**config.mk**
```make
export PLATFORM = sky130hd
export DESIGN_NAME = dual_fan_tachometer_core
export DESIGN_NICKNAME = d
export VERILOG_FILES = /design/src/rtl/dft_pkg.sv /design/src/rtl/dft_ctrl.sv /design/src/rtl/dft_datapath.sv /design/src/rtl/dual_fan_tachometer_core.sv
export SDC_FILE = /design/constraint.sdc
export NUM_CORES = 1
export LEC_CHECK = 0
export ABC_AREA = 1
export BUFFER_PORTS_ARGS = -buffer_cell sky130_fd_sc_hd__clkbuf_2
export CAP_MARGIN = 10
export CORE_UTILIZATION = 42
export DETAILED_ROUTE_END_ITERATION = 10
export SLEW_MARGIN = 20
export SYNTH_ARGS = -nofsm -noshare
export SYNTH_HDL_FRONTEND = slang
export SYNTH_HIERARCHICAL = 1
export SYNTH_SLANG_ARGS = --single-unit
```
**constraint.sdc**
```tcl
create_clock -name clk -period 2.6 [get_ports clk]
set_input_delay 0.26 -clock clk [delete_from_list [all_inputs] [get_ports clk]]
set_output_delay 0.26 -clock clk [all_outputs]
set_load 0.05 [all_outputs]
```
**src/rtl/dft_pkg.sv**
```systemverilog
// ----------------------------------------------------------------------------
// dft_pkg: shared definitions for the dual fan tachometer
// Widths, function codes, state encoding and the controller/datapath links.
// ----------------------------------------------------------------------------
package dft_pkg;

  localparam int CHANNELS     = 2;
  localparam int CH_IDX_W     = (CHANNELS > 1) ? $clog2(CHANNELS) : 1;
  localparam int STAMP_W      = 16;
  localparam int RPM_W        = 16;
  localparam int DIV_STEPS    = RPM_W;
  localparam int DIV_CNT_W    = $clog2(DIV_STEPS);
  localparam logic [15:0] RPM_NUMERATOR_RESET = 16'd30000;

  typedef enum logic [1:0] {
    FN_TICK    = 2'd0,
    FN_STAMP   = 2'd1,
    FN_MEASURE = 2'd2
  } func_t;

  typedef enum logic [1:0] {
    ST_IDLE,
    ST_DIV,
    ST_DONE
  } state_t;

  typedef struct packed {
    logic tick;
    logic stamp;
    logic measure;
    logic div_step;
    logic out_load;
  } cmd_t;

  typedef struct packed {
    logic div_last;
    logic out_free;
  } status_t;

endpackage

```
**src/rtl/dft_ctrl.sv**
```systemverilog
// ----------------------------------------------------------------------------
// dft_ctrl: sequencing state machine of the fan tachometer
// Decodes accepted items and steps the serial divider through a measure.
// ----------------------------------------------------------------------------
module dft_ctrl (
  input  logic             clk,
  input  logic             rst,
  input  logic             in_valid,
  input  logic [1:0]       func,
  input  logic             ch_ok,
  input  dft_pkg::status_t status,
  output logic             in_ready,
  output dft_pkg::cmd_t    cmd
);

  dft_pkg::state_t state;
  dft_pkg::state_t state_next;
  logic            accept;

  assign accept = in_valid && in_ready;

  always_ff @(posedge clk) begin
    if (rst) begin
      state <= dft_pkg::ST_IDLE;
    end else begin
      state <= state_next;
    end
  end

  always_comb begin
    state_next = state;
    unique case (state)
      dft_pkg::ST_IDLE: begin
        if (accept && ch_ok && (func == dft_pkg::FN_MEASURE)) begin
          state_next = dft_pkg::ST_DIV;
        end
      end
      dft_pkg::ST_DIV: begin
        if (status.div_last) begin
          state_next = dft_pkg::ST_DONE;
        end
      end
      dft_pkg::ST_DONE: begin
        if (status.out_free) begin
          state_next = dft_pkg::ST_IDLE;
        end
      end
      default: state_next = dft_pkg::ST_IDLE;
    endcase
  end

  // In the idle state the input is always ready, so a valid item is accepted.
  always_comb begin
    in_ready = 1'b0;
    cmd      = '0;
    unique case (state)
      dft_pkg::ST_IDLE: begin
        in_ready = 1'b1;
        if (in_valid) begin
          unique case (func)
            dft_pkg::FN_TICK:    cmd.tick    = 1'b1;
            dft_pkg::FN_STAMP:   cmd.stamp   = ch_ok;
            dft_pkg::FN_MEASURE: cmd.measure = ch_ok;
            default: ;
          endcase
        end
      end
      dft_pkg::ST_DIV: begin
        cmd.div_step = 1'b1;
      end
      dft_pkg::ST_DONE: begin
        cmd.out_load = status.out_free;
      end
      default: ;
    endcase
  end

endmodule

```
**src/rtl/dft_datapath.sv**
```systemverilog
// ----------------------------------------------------------------------------
// dft_datapath: counter, timestamps, serial divider and result register
// Executes the controller's commands; reports divider and output status.
// ----------------------------------------------------------------------------
module dft_datapath (
  input  logic                         clk,
  input  logic                         rst,
  input  dft_pkg::cmd_t                cmd,
  input  logic [dft_pkg::CH_IDX_W-1:0] ch_idx,
  input  logic                         cfg_wr_en,
  input  logic [15:0]                  cfg_wr_data,
  input  logic                         out_ready,
  output dft_pkg::status_t             status,
  output logic                         out_valid,
  output logic [dft_pkg::RPM_W-1:0]    out_rpm,
  output logic                         out_no_signal
);

  logic [15:0]                  rpm_numerator;
  logic [dft_pkg::STAMP_W-1:0]  tick_count;
  logic [dft_pkg::STAMP_W-1:0]  previous_stamp [dft_pkg::CHANNELS];
  logic [dft_pkg::STAMP_W-1:0]  latest_stamp   [dft_pkg::CHANNELS];
  logic [dft_pkg::STAMP_W-1:0]  interval;

  logic [dft_pkg::RPM_W:0]      div_rem;
  logic [dft_pkg::RPM_W-1:0]    div_quot;
  logic [dft_pkg::STAMP_W-1:0]  div_den;
  logic [dft_pkg::DIV_CNT_W-1:0] div_cnt;
  logic                         zero_flag;
  logic [dft_pkg::RPM_W:0]      rem_shift;
  logic [dft_pkg::RPM_W:0]      rem_diff;
  logic                         rem_ge;

  assign interval = latest_stamp[ch_idx] - previous_stamp[ch_idx];

  always_ff @(posedge clk) begin
    if (rst) begin
      rpm_numerator <= dft_pkg::RPM_NUMERATOR_RESET;
    end else if (cfg_wr_en) begin
      rpm_numerator <= cfg_wr_data;
    end
  end

  always_ff @(posedge clk) begin
    if (rst) begin
      tick_count <= '0;
    end else if (cmd.tick) begin
      tick_count <= tick_count + 1'b1;
    end
  end

  always_ff @(posedge clk) begin
    if (rst) begin
      for (int i = 0; i < dft_pkg::CHANNELS; i++) begin
        previous_stamp[i] <= '0;
        latest_stamp[i]   <= '0;
      end
    end else if (cmd.stamp) begin
      previous_stamp[ch_idx] <= latest_stamp[ch_idx];
      latest_stamp[ch_idx]   <= tick_count;
    end else if (cmd.measure) begin
      previous_stamp[ch_idx] <= '0;
      latest_stamp[ch_idx]   <= '0;
    end
  end

  // One restoring step per cycle: shift in the next dividend bit, subtract if it fits.
  assign rem_shift = {div_rem[dft_pkg::RPM_W-1:0], div_quot[dft_pkg::RPM_W-1]};
  assign rem_diff  = rem_shift - {1'b0, div_den};
  assign rem_ge    = (rem_shift >= {1'b0, div_den});

  always_ff @(posedge clk) begin
    if (cmd.measure) begin
      div_rem   <= '0;
      div_quot  <= rpm_numerator;
      div_den   <= interval;
      zero_flag <= (interval == '0);
    end else if (cmd.div_step) begin
      div_rem  <= rem_ge ? rem_diff : rem_shift;
      div_quot <= {div_quot[dft_pkg::RPM_W-2:0], rem_ge};
    end
  end

  always_ff @(posedge clk) begin
    if (rst) begin
      div_cnt <= '0;
    end else if (cmd.measure) begin
      div_cnt <= '0;
    end else if (cmd.div_step) begin
      div_cnt <= div_cnt + 1'b1;
    end
  end

  assign status.div_last = (div_cnt == dft_pkg::DIV_CNT_W'(dft_pkg::DIV_STEPS - 1));
  assign status.out_free = !out_valid || out_ready;

  always_ff @(posedge clk) begin
    if (rst) begin
      out_valid <= 1'b0;
    end else if (cmd.out_load) begin
      out_valid <= 1'b1;
    end else if (out_ready) begin
      out_valid <= 1'b0;
    end
  end

  always_ff @(posedge clk) begin
    if (cmd.out_load) begin
      out_rpm       <= zero_flag ? '0 : div_quot;
      out_no_signal <= zero_flag;
    end
  end

endmodule

```
**src/rtl/dual_fan_tachometer_core.sv**
```systemverilog
// ----------------------------------------------------------------------------
// dual_fan_tachometer_core: two-channel fan tachometer, period to rpm
// Counts millisecond ticks, stamps falling edges and divides to get rpm.
// ----------------------------------------------------------------------------
//
//  Channel   Direction  Contents
//  s_*       in         tdata[1:0] func, tuser[0] channel
//  m_*       out        tdata[15:0] rpm, tuser[0] no_signal
//  cfg_*     in         cfg_wr_data[15:0] rpm_numerator, written on cfg_wr_en
//
//  Tick, edge and ignored items are taken in the idle state and the input stays ready.
//  A measure latches the interval, runs sixteen iterations of the shared
//  restoring divider, and loads the result register once that is free.
//  The result register parts the sides, so later ticks and edges are taken
//  while a result waits; a new measure waits only for a free result register.
//  Reset (rst, synchronous) zeroes the counter and all stamps and loads the
//  numerator with 30000.
//
module dual_fan_tachometer_core (
  input  logic        clk,
  input  logic        rst,
  // Input transactions.
  input  logic        s_tvalid,
  output logic        s_tready,
  input  logic [7:0]  s_tdata,      // [1:0] func, [7:2] zero
  input  logic [0:0]  s_tuser,      // [0] channel
  // Result transactions.
  output logic        m_tvalid,
  input  logic        m_tready,
  output logic [15:0] m_tdata,      // [15:0] rpm
  output logic [0:0]  m_tuser,      // [0] no_signal
  // Configuration write of rpm_numerator.
  input  logic        cfg_wr_en,
  input  logic [15:0] cfg_wr_data
);

  dft_pkg::cmd_t                cmd;
  dft_pkg::status_t             status;
  logic [dft_pkg::CH_IDX_W-1:0] ch_idx;
  logic                         ch_ok;
  logic                         no_signal;

  // Edge and measure items for channels that are not built are dropped.
  assign ch_idx = dft_pkg::CH_IDX_W'(s_tuser[0]);
  assign ch_ok  = ({3'b000, s_tuser[0]} < 4'(dft_pkg::CHANNELS));

  dft_ctrl u_ctrl (
    .clk      (clk),
    .rst      (rst),
    .in_valid (s_tvalid),
    .func     (s_tdata[1:0]),
    .ch_ok    (ch_ok),
    .status   (status),
    .in_ready (s_tready),
    .cmd      (cmd)
  );

  dft_datapath u_datapath (
    .clk           (clk),
    .rst           (rst),
    .cmd           (cmd),
    .ch_idx        (ch_idx),
    .cfg_wr_en     (cfg_wr_en),
    .cfg_wr_data   (cfg_wr_data),
    .out_ready     (m_tready),
    .status        (status),
    .out_valid     (m_tvalid),
    .out_rpm       (m_tdata),
    .out_no_signal (no_signal)
  );

  assign m_tuser[0] = no_signal;

  // The divider never runs while the input is open.
  a_div_blocks_input : assert property (@(posedge clk) disable iff (rst)
    cmd.div_step |-> !s_tready)
    else $error("divider step while input ready");

  // A result is only loaded into a free output register.
  a_load_when_free : assert property (@(posedge clk) disable iff (rst)
    cmd.out_load |-> status.out_free)
    else $error("result loaded over a pending result");

  // A measure closes the input for the division.
  a_measure_closes : assert property (@(posedge clk) disable iff (rst)
    (s_tvalid && s_tready && (s_tdata[1:0] == dft_pkg::FN_MEASURE) && ch_ok)
      |=> !s_tready)
    else $error("input still open after measure");

  // A no-signal result always carries rpm zero.
  a_no_signal_zero : assert property (@(posedge clk) disable iff (rst)
    (m_tvalid && m_tuser[0]) |-> (m_tdata == 16'd0))
    else $error("no-signal result with nonzero rpm");

endmodule
```
==> reports/results.md, run 1 <==
• total of warnings raised by yosys: 6
• Final Hold Violating Endpoints: 0
• setup repair after global routing missed its margin: no
• number of buffer and inverter stages on the critical path: 1
• antenna diode count: 0
• number of slew-limit violations in the final report: 0
• final worst clock skew: 0.01157 ns
• power density of the placed cells: 631.9 nW/um^2
• gate family responsible for the most delay along the worst path: simple AND/OR/NAND/NOR gates
• starting density of the core: 0.4327
• cell-by-cell listing of the critical path: mux2i_1 -> ha_1 -> inv_1 -> fa_1 -> or2_2 -> nor2_1 -> nand3_1 -> nor2_1 -> nand3_1 -> nor2_1 -> nand4_1 -> nor2_1
• mean post-synth cell area: 8.363 um^2
• PostCTS Resize Cnt: 0
• number of buffers added by the clock tree synthesis step: 17
• critical path start-end classification: register to register
• clock root buffer: sky130_fd_sc_hd__clkbuf_16
• Filler cells: 1964
• DRC violation count after routing: 0
• Post-DP HPWL: 12980 um
• Most common cell on crit path: sky130_fd_sc_hd__nor2_1
• Routed Antenna Nets: 0
• # H-tree levels: 4
• number of antenna violations at the first check in global routing: 0
• Max-slew headroom: 0.5829
• count of nets after finishing: 1169
• run status: complete, no violations
• proportion of synthesized chip area in sequential cells: 0.5118
• post-synthesis cell area: 8840 um^2
• via count: 6742
• number of global-route vias before repair: 6464
• setup slack at placement: 0.05605 ns
• number of iterations in the first detailed-routing pass: 5
• Post-CTS Setup Bufs: 0
• post-synthesis register bit count: 169
• clock latency at the later pin of the worst-skew pair: 0.43 ns
• GRT Resource Usage Total: 0.1829
• die span in y: 147.1 um
• Core Rows: 52
• standard cell with the maximum stage delay on the critical path: sky130_fd_sc_hd__fa_1
• slew at the pin with the worst max-slew slack: 0.6257 ns
• total negative slack for setup checks: 0 ns
• final routed wirelength across all metal layers: 18610 um
• largest driver fanout on the critical path: 2
• RD Place Congestion: 0.8509
• CTS tree: built
• most common cell after layout, fill and taps aside: sky130_fd_sc_hd__nand2_1
• deepest clock path buffer count: 2
• largest net degree at the start of global routing: 51
• peak ir drop on the vdd network: 0.3820 mV
• commonest cells after routing, fill and taps aside: sky130_fd_sc_hd__nand2_1 (292), sky130_fd_sc_hd__nor2_1 (123), sky130_fd_sc_hd__inv_1 (122)
• kind of path behind the tightest hold check: primary input to register
• count of hold-fix buffers inserted at cts: 0
• count of final setup violators: 0
• leakage power total: 4.442 nW
• fraction of final layout cells with drive strength greater than 1: 0.1110
• delay of the slowest cell on the worst path: 0.47 ns
• final critical-path share of the clock period: 0.8988
• min cycle time layout: 2.337 ns
• largest cells by area after synthesis: sky130_fd_sc_hd__edfxtp_1 (39%), sky130_fd_sc_hd__nand2_1 (12%), sky130_fd_sc_hd__dfxtp_1 (12%), sky130_fd_sc_hd__nor2_1 (5.2%), sky130_fd_sc_hd__inv_1 (5.2%)
• Die Width: 147.1 um
• crit path setup slack, layout: 0.2631 ns
• Max-cap violations: 0
• area leader, netlist: sky130_fd_sc_hd__edfxtp_1
• CTS sink count: 169
• DRC violation total after the first TritonRoute iteration: 365
• overall die area: 21630 um^2
• clock edge transition at the registers on the reported setup and hold paths: 0.07 ns
• data arrival time of the critical path: 2.63 ns
• sort of element at the start of the critical path: register
• cell count after synthesis: 1057
• count of cell types in the netlist: 37
• area fraction of the dominant cell type after synthesis: 0.3873
• Buffers on Ports: 42
• overflow left after global routing: 0
• required time of the critical path: 2.89 ns
• area added between synthesis and finish: 13.59%
• top-level I/O count: 49
• average wire per standard cell: 13.42 um
• wire length of the first global-routing pass: 31370 um
• vias per inst: 4.861
• Core ar.: 20430 um^2
• sort of element at the end of the critical path: register
• Peak Freq: 0.4279 GHz
## tightest hold or removal path, delay by kind of cell
family                 cells  cell delay [ns]
buffers and inverters      1             0.07
and+or+nand+nor            2             0.12
## layout make-up
class	count	area, um^2	area share
Clock buffer	17	425.4	0.04237
Clock inverter	15	201.4	0.02006
Tap cell	270	337.8	0.03364
Multi-Input combinational cell	733	3732	0.3717
Timing Repair Buffer	60	357.8	0.03564
Sequential cell	169	4524	0.4506
Inverter	123	461.7	0.04598
## sequential cells by signal (all words and copies together) (netlist names)
signal	flops
u_ctrl/state	2
u_datapath/rpm_numerator	16
u_datapath/out_valid	1
u_datapath/zero_flag	1
u_datapath/div_quot	16
u_datapath/latest_stamp	32
u_datapath/out_rpm	16
u_datapath/out_no_signal	1
u_datapath/div_cnt	4
u_datapath/div_rem	16
u_datapath/tick_count	16
u_datapath/previous_stamp	32
u_datapath/div_den	16
## cell usage after synthesis, drive strengths merged
library cell	instances
nand3b	20
o21ai	40
xor2	3
buf	9
nor3	56
nor4	3
nand3	60
nand2	305
a31oi	1
xnor2	6
nor3b	1
conb	1
nor2	134
a21oi	40
ha	33
edfxtp	114
dfxtp	55
nand4	8
inv	123
o21a	1
clkbuf	24
mux2i	15
fa	2
or2	2
a211oi	1
## where the power goes
group | switching (mW) | total (mW) | internal, mW
Sequential | 0.0344 | 3.00 | 2.96
Combinational | 0.452 | 0.688 | 0.237
Clock | 1.18 | 2.66 | 1.47
## final timing paths
path | startpoint | endpoint | slack (ns) | cells after the start
setup / recovery | u_datapath/latest_stamp[1][0] | u_datapath/zero_flag | 0.26 | 12
hold / removal | cfg_wr_data[10] | u_datapath/rpm_numerator[10] | 0.04 | 3
setup reg to reg | u_datapath/latest_stamp[1][0] | u_datapath/zero_flag | 0.26 | 12
hold reg to reg | u_datapath/rpm_numerator[5] | u_datapath/rpm_numerator[5] | 0.46 | 2
## layer usage
layer,vias to the layer above,global-route usage,part of all wire
met5,-,0,0
met4,0,0.05979,0.013
met3,17,0.03043,0.028
met2,88,0.3153,0.48
met1,3082,0.2330,0.48
li1,3555,-,-
## cells by family after synthesis
kind of cell               count (synthesis)  share of synthesized area
AOI/OAI and AO/OA                         83                    0.04813
muxes                                     15                    0.01698
buffers and inverters                    156                    0.06879
and+or+nand+nor                          589                     0.2937
adders and majority gates                 35                    0.05124
other                                      1                  0.0004242
DFF                                      169                     0.5118
xor gates and xnor gates                   9                   0.008918
## per-stage QoR
stage          hold WS [ns]  power (mW)  cell area, um^2  utilization  instances
3_5_place_dp         0.4423       3.748             9414       0.4608       1355
6_report            0.04315       6.345            10040       0.4915       1387
4_1_cts             0.02237       6.416            10040       0.4915       1387
3_3_place_gp         0.4393       3.738             9414       0.4608       1355
5_1_grt             0.04056       6.629            10040       0.4915       1387
2_1_floorplan        0.3269       3.561             8862            -       1058
(Power assumes the default switching activity.)
==> run 2, diff against run 1 <==
--- a/config.mk
+++ b/config.mk
@@ -15,3 +15,4 @@
 export SYNTH_HDL_FRONTEND = slang
 export SYNTH_HIERARCHICAL = 1
 export SYNTH_SLANG_ARGS = --single-unit
+export TNS_END_PERCENT = 5
==> constraint.sdc (replaced) <==
create_clock -name clk -period 2.4 [get_ports clk]
set_input_delay 0.24 -clock clk [delete_from_list [all_inputs] [get_ports clk]]
set_output_delay 0.24 -clock clk [all_outputs]
set_load 0.05 [all_outputs]
==> run 2 against run 1 <==
  * Clock power is essentially flat
  * Setup slack got worse by 0.16 ns
  * Count of clock-buffer cells in the layout unchanged
  * Utilization increased by 0.61 points
  * Via count increased by 2.3%
  * Clock skew grew 0.0087 ns
  * Non-clock buffer count is 20 higher
  * Cell area up 1.2%
  * Power rose by 5.9%
  * Sequential cell count did not move
  * Cell count rose by 1.4%
  * Largest power group unchanged
==> reports/results.md, run 2 (synthesized netlist as in run 1, its figures left out) <==
• post-layout utilization of the core: 0.4976, +0.006124
• number of antenna violations at the first check in global routing: 0, unchanged
• DRC violation total after the first TritonRoute iteration: 318, -13%
• setup repair after global routing missed its margin: yes
• vias per inst: 4.900, +0.80%
• fraction of final layout cells with drive strength greater than 1: 0.1310, +0.02003
• Filler cells: 1985, +1.1%
• commonest cells after routing, fill and taps aside: sky130_fd_sc_hd__nand2_1 (292), sky130_fd_sc_hd__inv_1 (121), sky130_fd_sc_hd__nor2_1 (121)
• number of global-route vias before repair: 6579, +1.8%
• final critical-path share of the clock period: 0.9563, +0.05747
• final worst clock skew: 0.02029 ns, +0.008713 ns
• sort of element at the start of the critical path: register
• CTS tree: built
• power density of the placed cells: 660.7 nW/um^2, +4.6%
• min cycle time layout: 2.295 ns, -0.04184 ns
• standard cell with the maximum stage delay on the critical path: sky130_fd_sc_hd__fa_2
• required time of the critical path: 2.68 ns, -0.21 ns
• clock root buffer: sky130_fd_sc_hd__clkbuf_16
• critical path start-end classification: register to register
• slew at the pin with the worst max-slew slack: 0.6407 ns, +0.01500 ns
• leakage power total: 4.518 nW, +1.7%
• count of final setup violators: 0, unchanged
• final routed wirelength across all metal layers: 18500 um, -0.56%
• average wire per standard cell: 13.15 um, -2.0%
• Design Power: 6.716 mW, +5.9%
• run status: complete, no violations
• Routed Antenna Nets: 0, unchanged
• overflow left after global routing: 0, unchanged
• RD Place Congestion: 0.8777, +3.1%
• Core Rows: 52, unchanged
• CTS sink count: 169, unchanged
• cell-by-cell listing of the critical path: mux2i_1 -> ha_2 -> inv_2 -> fa_2 -> or2_4 -> nor2_2 -> nand3_1 -> nor2_1 -> nand3_1 -> nor2_1 -> nand4_1 -> nor2_1
• via count: 6894, +2.3%
• Max-cap violations: 0, unchanged
• Post-DP HPWL: 13180 um, +1.5%
• Core ar.: 20430 um^2, unchanged
• Max-slew headroom: 0.5729, -0.01000
• clock latency at the later pin of the worst-skew pair: 0.43 ns, about the same
• antenna diode count: 0, unchanged
• Buffers on Ports: 42, unchanged
• Most common cell on crit path: sky130_fd_sc_hd__nor2_1
• kind of path behind the tightest hold check: primary input to register
• Peak Freq: 0.4357 GHz, +1.8%
• overall die area: 21630 um^2, unchanged
• # H-tree levels: 4, unchanged
• starting density of the core: 0.4327, unchanged
• largest net degree at the start of global routing: 33, -35%
• Post-CTS Setup Bufs: 0, unchanged
• count of nets after finishing: 1189, +1.7%
• deepest clock path buffer count: 2, unchanged
• top-level I/O count: 49, unchanged
• die span in y: 147.1 um, unchanged
• area added between synthesis and finish: 15.00%
• count of hold-fix buffers inserted at cts: 0, unchanged
• DRC violation count after routing: 0, unchanged
• clock edge transition at the registers on the reported setup and hold paths: 0.07 ns, about the same
• most common cell after layout, fill and taps aside: sky130_fd_sc_hd__nand2_1
• delay of the slowest cell on the worst path: 0.46 ns, about the same
• number of slew-limit violations in the final report: 0, unchanged
• Die Width: 147.1 um, unchanged
• GRT Resource Usage Total: 0.1804, -0.002534
• number of buffers added by the clock tree synthesis step: 17, unchanged
• Final Hold Violating Endpoints: 0, unchanged
• wire length of the first global-routing pass: 31060 um, -0.99%
• sort of element at the end of the critical path: register
• largest registers in the final layout: u_datapath/latest_stamp (32), u_datapath/previous_stamp (32)
• largest driver fanout on the critical path: 2, unchanged
• data arrival time of the critical path: 2.57 ns, -0.06 ns
• number of iterations in the first detailed-routing pass: 6, +1
• peak ir drop on the vdd network: 0.4793 mV, +25%
==> run 2: power breakdown <==
group	internal, mW	switching (mW)	leakage, nW
registers	3.21	0.0369	1.57
clock network	1.39	1.28	0.278
logic	0.302	0.498	2.67
==> run 2: area by class of cell <==
class	count	area, um^2	share of cell area
Sequential cell	169	4524	0.4450
Clock inverter	15	151.4	0.01489
Clock buffer	17	425.4	0.04185
Timing Repair Buffer	80	508.0	0.04997
Multi-Input combinational cell	733	3757	0.3696
Inverter	123	461.7	0.04542
Tap cell	270	337.8	0.03323
==> run 2: timing repair <==
action                                 in CTS  in global routing
endpoints found under the hold margin       0                  0
setup endpoints to repair                   0                  2
resized for setup                           0                  7
==> run 2: worst max-delay path: cells and delay by family (launching register included) <==
family        cells  cell delay, ns
fa+ha+maj         2            0.67
buf+inv           1            0.05
flops             1            0.39
mux               1            0.19
simple gates      8            0.85
==> run 2: layer usage <==
| metal | vias up | GRT usage | wire, um |
|---|---|---|---|
| met5 | - | 0 | 0 |
| met4 | 0 | 0.06392 | 340 |
| met3 | 20 | 0.03043 | 581 |
| met2 | 112 | 0.3028 | 8741 |
| met1 | 3158 | 0.2343 | 8838 |
| li1 | 3604 | - | - |
==> run 2: final timing paths <==
path,slack [ns],depth (start not counted),from,to
min,0.03,3,cfg_wr_data[10],u_datapath/rpm_numerator[10]
max reg2reg,0.10,12,u_datapath/latest_stamp[0][0],u_datapath/zero_flag
min reg2reg,0.46,2,u_datapath/rpm_numerator[13],u_datapath/rpm_numerator[13]
max,0.10,12,u_datapath/latest_stamp[0][0],u_datapath/zero_flag
==> run 2: per-stage QoR <==
step                setup WS [ns]  hold WS (ns)  instance area (um^2)  instances  setup TNS, ns
floorplan                -0.05507        0.3069                  8880       1058         -2.279
global placement         0.007089        0.4377                  9573       1375              0
detailed placement       -0.01488        0.4424                  9573       1375       -0.01488
CTS                       0.04244      0.007792                 10150       1407              0
global route              -0.1173       0.02757                 10170       1407        -0.1173
finish                     0.1050       0.02580                 10170       1407              0
